==> src/hw/rtl/longest_window_bounded_frequency_macros.svh <==
// ----------------------------------------------------------------------------
// Longest window bounded frequency: assertion macros
// Shared property wrappers used by the RTL files of this block.
// ----------------------------------------------------------------------------
`ifndef LONGEST_WINDOW_BOUNDED_FREQUENCY_MACROS_SVH
`define LONGEST_WINDOW_BOUNDED_FREQUENCY_MACROS_SVH

// Same-cycle implication, disabled while reset is asserted.
`define LWBF_ASSERT_NOW(label, ante, cons, msg) \
    label: assert property (@(posedge i_clk) disable iff (!i_rst_n) (ante) |-> (cons)) \
        else $error(msg);

// Next-cycle implication, disabled while reset is asserted.
`define LWBF_ASSERT_NEXT(label, ante, cons, msg) \
    label: assert property (@(posedge i_clk) disable iff (!i_rst_n) (ante) |=> (cons)) \
        else $error(msg);

`endif

==> src/hw/rtl/lwbf_pkg.sv <==
`timescale 1ns / 1ps
// ----------------------------------------------------------------------------
// Longest window bounded frequency: shared package
// Sizes, register index, controller states and command/status bundles.
// ----------------------------------------------------------------------------
package lwbf_pkg;

    // Sequence storage and value alphabet.
    localparam int MAX_LEN    = 1024;
    localparam int VALUE_BITS = 8;
    localparam int NUM_VALUES = 1 << VALUE_BITS;
    localparam int HIST_AW    = $clog2(MAX_LEN);
    localparam int POS_W      = $clog2(MAX_LEN + 1);
    localparam int CNT_W      = POS_W;

    // Fixed field widths of the stream and register interfaces.
    localparam int IN_VALUE_W = 8;
    localparam int OUT_LEN_W  = 11;
    localparam int MAXC_W     = 11;
    localparam int S_DATA_W   = 8;
    localparam int M_DATA_W   = 24;
    localparam int APB_AW     = 3;
    localparam int APB_DW     = 32;

    localparam logic [MAXC_W-1:0] MAX_COUNT_RESET = MAXC_W'(1);

    // Register index, taken from the word address bit of paddr.
    localparam logic REG_MAX_COUNT = 1'b0;

    typedef enum logic [2:0] {
        S_IDLE,
        S_INC,
        S_HRD,
        S_CRD,
        S_DEC,
        S_FIN
    } t_state;

    typedef struct packed {
        logic accept;
        logic inc;
        logic hist_rd;
        logic cnt_rd;
        logic dec;
        logic finish;
    } t_cmd;

    typedef struct packed {
        logic ovf;
        logic over;
        logic more;
        logic out_free;
    } t_status;

endpackage

==> src/hw/rtl/lwbf_ctrl.sv <==
`timescale 1ns / 1ps
`include "longest_window_bounded_frequency_macros.svh"
// ----------------------------------------------------------------------------
// Longest window bounded frequency: controller
// Sequences accept, count update, the eviction loop and result hand-off.
// ----------------------------------------------------------------------------
module lwbf_ctrl (
    input  logic              i_clk,
    input  logic              i_rst_n,
    input  logic              i_in_valid,
    output logic              o_in_ready,
    input  lwbf_pkg::t_status i_status,
    output lwbf_pkg::t_cmd    o_cmd
);
    import lwbf_pkg::*;

    t_state r_state;
    t_state n_state;

    // State register.
    always_ff @(posedge i_clk) begin
        if (!i_rst_n) begin
            r_state <= S_IDLE;
        end else begin
            r_state <= n_state;
        end
    end

    // Next state and datapath commands.
    always_comb begin
        n_state    = r_state;
        o_cmd      = '0;
        o_in_ready = 1'b0;
        case (r_state)
            S_IDLE: begin
                o_in_ready = 1'b1;
                if (i_in_valid) begin
                    o_cmd.accept = 1'b1;
                    n_state      = S_INC;
                end
            end
            S_INC: begin
                if (i_status.ovf) begin
                    n_state = S_FIN;
                end else begin
                    o_cmd.inc = 1'b1;
                    n_state   = i_status.over ? S_HRD : S_FIN;
                end
            end
            S_HRD: begin
                o_cmd.hist_rd = 1'b1;
                n_state       = S_CRD;
            end
            S_CRD: begin
                o_cmd.cnt_rd = 1'b1;
                n_state      = S_DEC;
            end
            S_DEC: begin
                o_cmd.dec = 1'b1;
                n_state   = i_status.more ? S_HRD : S_FIN;
            end
            S_FIN: begin
                if (i_status.out_free) begin
                    o_cmd.finish = 1'b1;
                    n_state      = S_IDLE;
                end
            end
            default: begin
                n_state = S_IDLE;
            end
        endcase
    end

    // Every accepted request leads into the count update.
    `LWBF_ASSERT_NEXT(a_accept_to_inc, o_cmd.accept, r_state == S_INC, "accept did not reach update")
    // Eviction steps follow each other in order.
    `LWBF_ASSERT_NEXT(a_hrd_to_crd, r_state == S_HRD, r_state == S_CRD, "history read not followed")
    // A result is only handed off when the output register can take it.
    `LWBF_ASSERT_NOW(a_finish_free, o_cmd.finish, i_status.out_free, "result loaded over a held one")

endmodule
==> config.mk <==
export PLATFORM = sky130hd
export DESIGN_NAME = lwbf_ctrl
export DESIGN_NICKNAME = d
export VERILOG_FILES = /design/src/hw/rtl/lwbf_pkg.sv /design/src/hw/rtl/lwbf_ctrl.sv
export VERILOG_INCLUDE_DIRS = /design/src /design/src/hw/rtl
export SDC_FILE = /design/constraint.sdc
export NUM_CORES = 1
export LEC_CHECK = 0
export BUFFER_PORTS_ARGS = -buffer_cell sky130_fd_sc_hd__clkbuf_2
export CELL_PAD_IN_SITES_DETAIL_PLACEMENT = 2
export CELL_PAD_IN_SITES_GLOBAL_PLACEMENT = 2
export CORE_AREA = 3 3 40 42
export DETAILED_ROUTE_END_ITERATION = 7
export DIE_AREA = 0 0 43 45
export GPL_ROUTABILITY_DRIVEN = 0
export PLACE_DENSITY_LB_ADDON = 0.12
export SLEW_MARGIN = 10
export SYNTH_ARGS = -nofsm -noshare
export SYNTH_HDL_FRONTEND = slang
export SYNTH_SLANG_ARGS = --single-unit
==> constraint.sdc <==
create_clock -name i_clk -period 1.7 [get_ports i_clk]
set_input_delay 0.085 -clock i_clk [delete_from_list [all_inputs] [get_ports i_clk]]
set_output_delay 0.085 -clock i_clk [all_outputs]
set_load 0.02 [all_outputs]
==> impl_metrics.py <==
metrics = {
    "status": {
        "status": "complete, no violations",
    },
    "cells_and_area": {
        "num-fill-cells": 154,
        "largestRegisters": "r_state (3)",
        "final_cell_count_no_fill": 59,
        "most_flop_heavy_register": "r_state",
        "area_taken_by_multi_input_logic_gates_um2": 190,
        "largest_register_ff_count": 3,
        "area.sequential_um2": 60.1,
        "antenna_cells": 0,
        "final_layout_size_suffix_gt1_share_pct": 50.0,
        "area_growth_pct": 28.2,
        "num-nets-final": 52,
    },
    "clock_tree": {
        "tritoncts": "yes",
        "clock_sink_count": 3,
        "post_cts_hold_buffer_count": 0,
        "tritoncts.num_buffers": 3,
        "clock_tree.buffer_depth": 2,
        "clk_transition_reported_paths_ps": 40,
        "cts-resized-gates": 0,
        "clk_lat_worst_skew_ps": 230,
        "post-cts-setup-buffers": 0,
        "ctsRootBufferMaster": "clkbuf_4",
        "htree_levels": 1,
    },
    "synthesis": {
        "postSynthRegisterBits": 3,
        "synth_async_sr_flop_share_pct": 0,
        "synth_sequential_area_ratio_pct": 21.1,
        "count_of_flip_flops_with_a_built_in_enable_after_synthesis": 0,
        "ys.warnings.count": 0,
        "netlist_instances": 30,
        "synth_cell_types": 21,
        "postSynth.topFlopCell": "dfxtp_1",
        "syn-cell-area_um2": 284,
        "synthesis.area_per_instance_um2": 9.47,
        "synth.net_count": 37,
    },
    "sta": {
        "holdWs_ps": 108,
        "clock_skew_ps": 2.08,
        "maxSlewHeadroom_pct": 71.1,
        "setup_tns_ps": 0,
        "hold_violations": 0,
        "maxClockFrequency_mhz": 671,
        "final-max-slew-violation-count": 0,
        "finalCriticalPeriod_ps": 1490,
        "setup_viol": 0,
        "measured_slew_at_the_worst_slew_check_pin_ps": 433,
        "period_share_pct": 87.7,
        "rsz_0062_raised_after_global_routing": "no",
    },
    "route": {
        "routed_wirelength_um": 723,
        "detail_route.wl_per_cell_um": 12.3,
        "drcViolationCount": 0,
        "detail_route.iter0.violations": 0,
        "antenna_left": 0,
        "vias_per_cell": 4.36,
        "dr.pass1.iters": 1,
        "dr_total_vias": 257,
    },
    "setup_path": {
        "timing.reg2reg.setup_slack_ps": 510,
        "worstPathMaxFanout": 10,
        "cp.arrival_ps": 1410,
        "end_kind": "primary output",
        "critPathKind": "register to primary output",
        "critical_path.max_stage_delay_ps": 530,
        "critPathRequiredTime_ps": 1620,
        "critical-path-slowest-cell": "dfxtp_1",
        "worst_setup_path_start_kind": "register",
        "cp_cell_sequence": "nor2b_1 > nor3b_1 > clkbuf_2",
    },
    "place": {
        "port-buffer-count": 13,
        "dp_hpwl_um": 589,
        "place.detailed.instances": 55,
    },
    "job": {
        "drv_cap": 0,
    },
    "floorplanning": {
        "coreArea_um2": 1280,
        "start_util_pct": 22.1,
        "horizontal_die_dimension_um": 43,
        "ios": 14,
        "dieArea_um2": 1940,
        "floorplan.die.height_um": 45,
        "core.rowCount": 13,
    },
    "power": {
        "power_per_cell_area_nw_per_um2": 884,
        "peakVddDrop_mv": 0.272,
        "leakagePower_nw": 0.169,
        "total_power_mw": 0.322,
    },
    "global_routing": {
        "grt_resource_usage_total_pct": 8.14,
        "vias_in_the_first_global_route": 258,
        "maximum_number_of_pins_on_one_net_before_global_route_repair": 12,
        "grt_pass1_wl_um": 1210,
        "overflow": 0,
        "antenna_found_initial": 0,
    },
    "worst_hold_path": {
        "hold_path.class": "input port to register",
    },
}
## per-layer routing
layer	vias up	routed length, um	track usage (%)
met5	-	0	0
met4	0	0	0
met3	0	67	3.59
met2	12	298	12.0
met1	110	357	11.7
li1	135	-	-
## layout make-up
class | count | area share, %
repair buffers | 13 | 17.9
flip-flops and latches | 3 | 16.5
inverters | 1 | 1.03
well taps | 15 | 5.15
multi-input cells | 23 | 52.2
clock buffers | 4 | 7.22
## synthesized netlist by cell type, types with 2 or more instances
library cell	n	area (um^2)
dfxtp_1	3	60.1
a21oi_2	2	17.5
and3_1	2	12.5
buf_6	2	22.5
nand2b_1	2	12.5
nor2_1	2	7.51
nor2b_1	2	12.5
nor3b_2	2	25.0
## worst max-delay path, delay by kind of cell, from the launching register on
family	cells	cell delay, ps
AND/OR/NAND/NOR	2	450
flip-flops	1	530
buffers and inverters	1	200
## metrics by stage
| step | setup WS (ps) | area, um^2 | util, % |
|---|---|---|---|
| global route | 68.2 | 364 | 28.3 |
| global placement | 500 | 338 | 26.3 |
| floorplan | 309 | 284 | - |
| finish | 209 | 364 | 28.3 |
| detailed placement | 462 | 338 | 26.3 |
| CTS | 219 | 364 | 28.3 |
## cell families after synthesis
group           share of synthesized area [%]
buf+inv                                  11.9
simple gates                             42.7
flops                                    21.1
compound gates                           24.2
## power breakdown
part | internal, mW | leakage [nW] | switching (mW)
combinational | 0.0468 | 0.129 | 0.0536
sequential | 0.0782 | 0.0247 | 0.0221
clock | 0.0877 | 0.0150 | 0.0335
total | 0.213 | 0.169 | 0.109
## layout by cell type, fill, tap and decap left out
master / synthesis / final
clkbuf_2: 0 / 13
clkbuf_4: 0 / 3
dfxtp_1: 3 / 3
nor3b_2: 2 / 2
and3_1: 2 / 2
nor2b_1: 2 / 2
nand2b_1: 2 / 2
nor2_1: 2 / 2
a21oi_2: 2 / 2
nor3_1: 1 / 1
inv_1: 1 / 1
nor3b_1: 1 / 1
and2_1: 1 / 1
nor4bb_4: 1 / 1
o211a_1: 1 / 1
o31a_1: 1 / 1
a31oi_1: 1 / 1
nand3b_1: 1 / 1
o41ai_2: 1 / 1
a21oi_1: 1 / 1
o21ai_0: 1 / 1
clkbuf_1: 0 / 1
## final timing paths
| check | cells past startpoint | to | start |
|---|---|---|---|
| worst max-delay path | 3 | o_cmd[4] | r_state[0] |
| worst min-delay path | 2 | r_state[2] | i_rst_n |
| worst max register to register | 3 | r_state[2] | r_state[1] |
| worst min register to register | 2 | r_state[1] | r_state[2] |
Note: power is estimated with default switching activity, not from simulation.
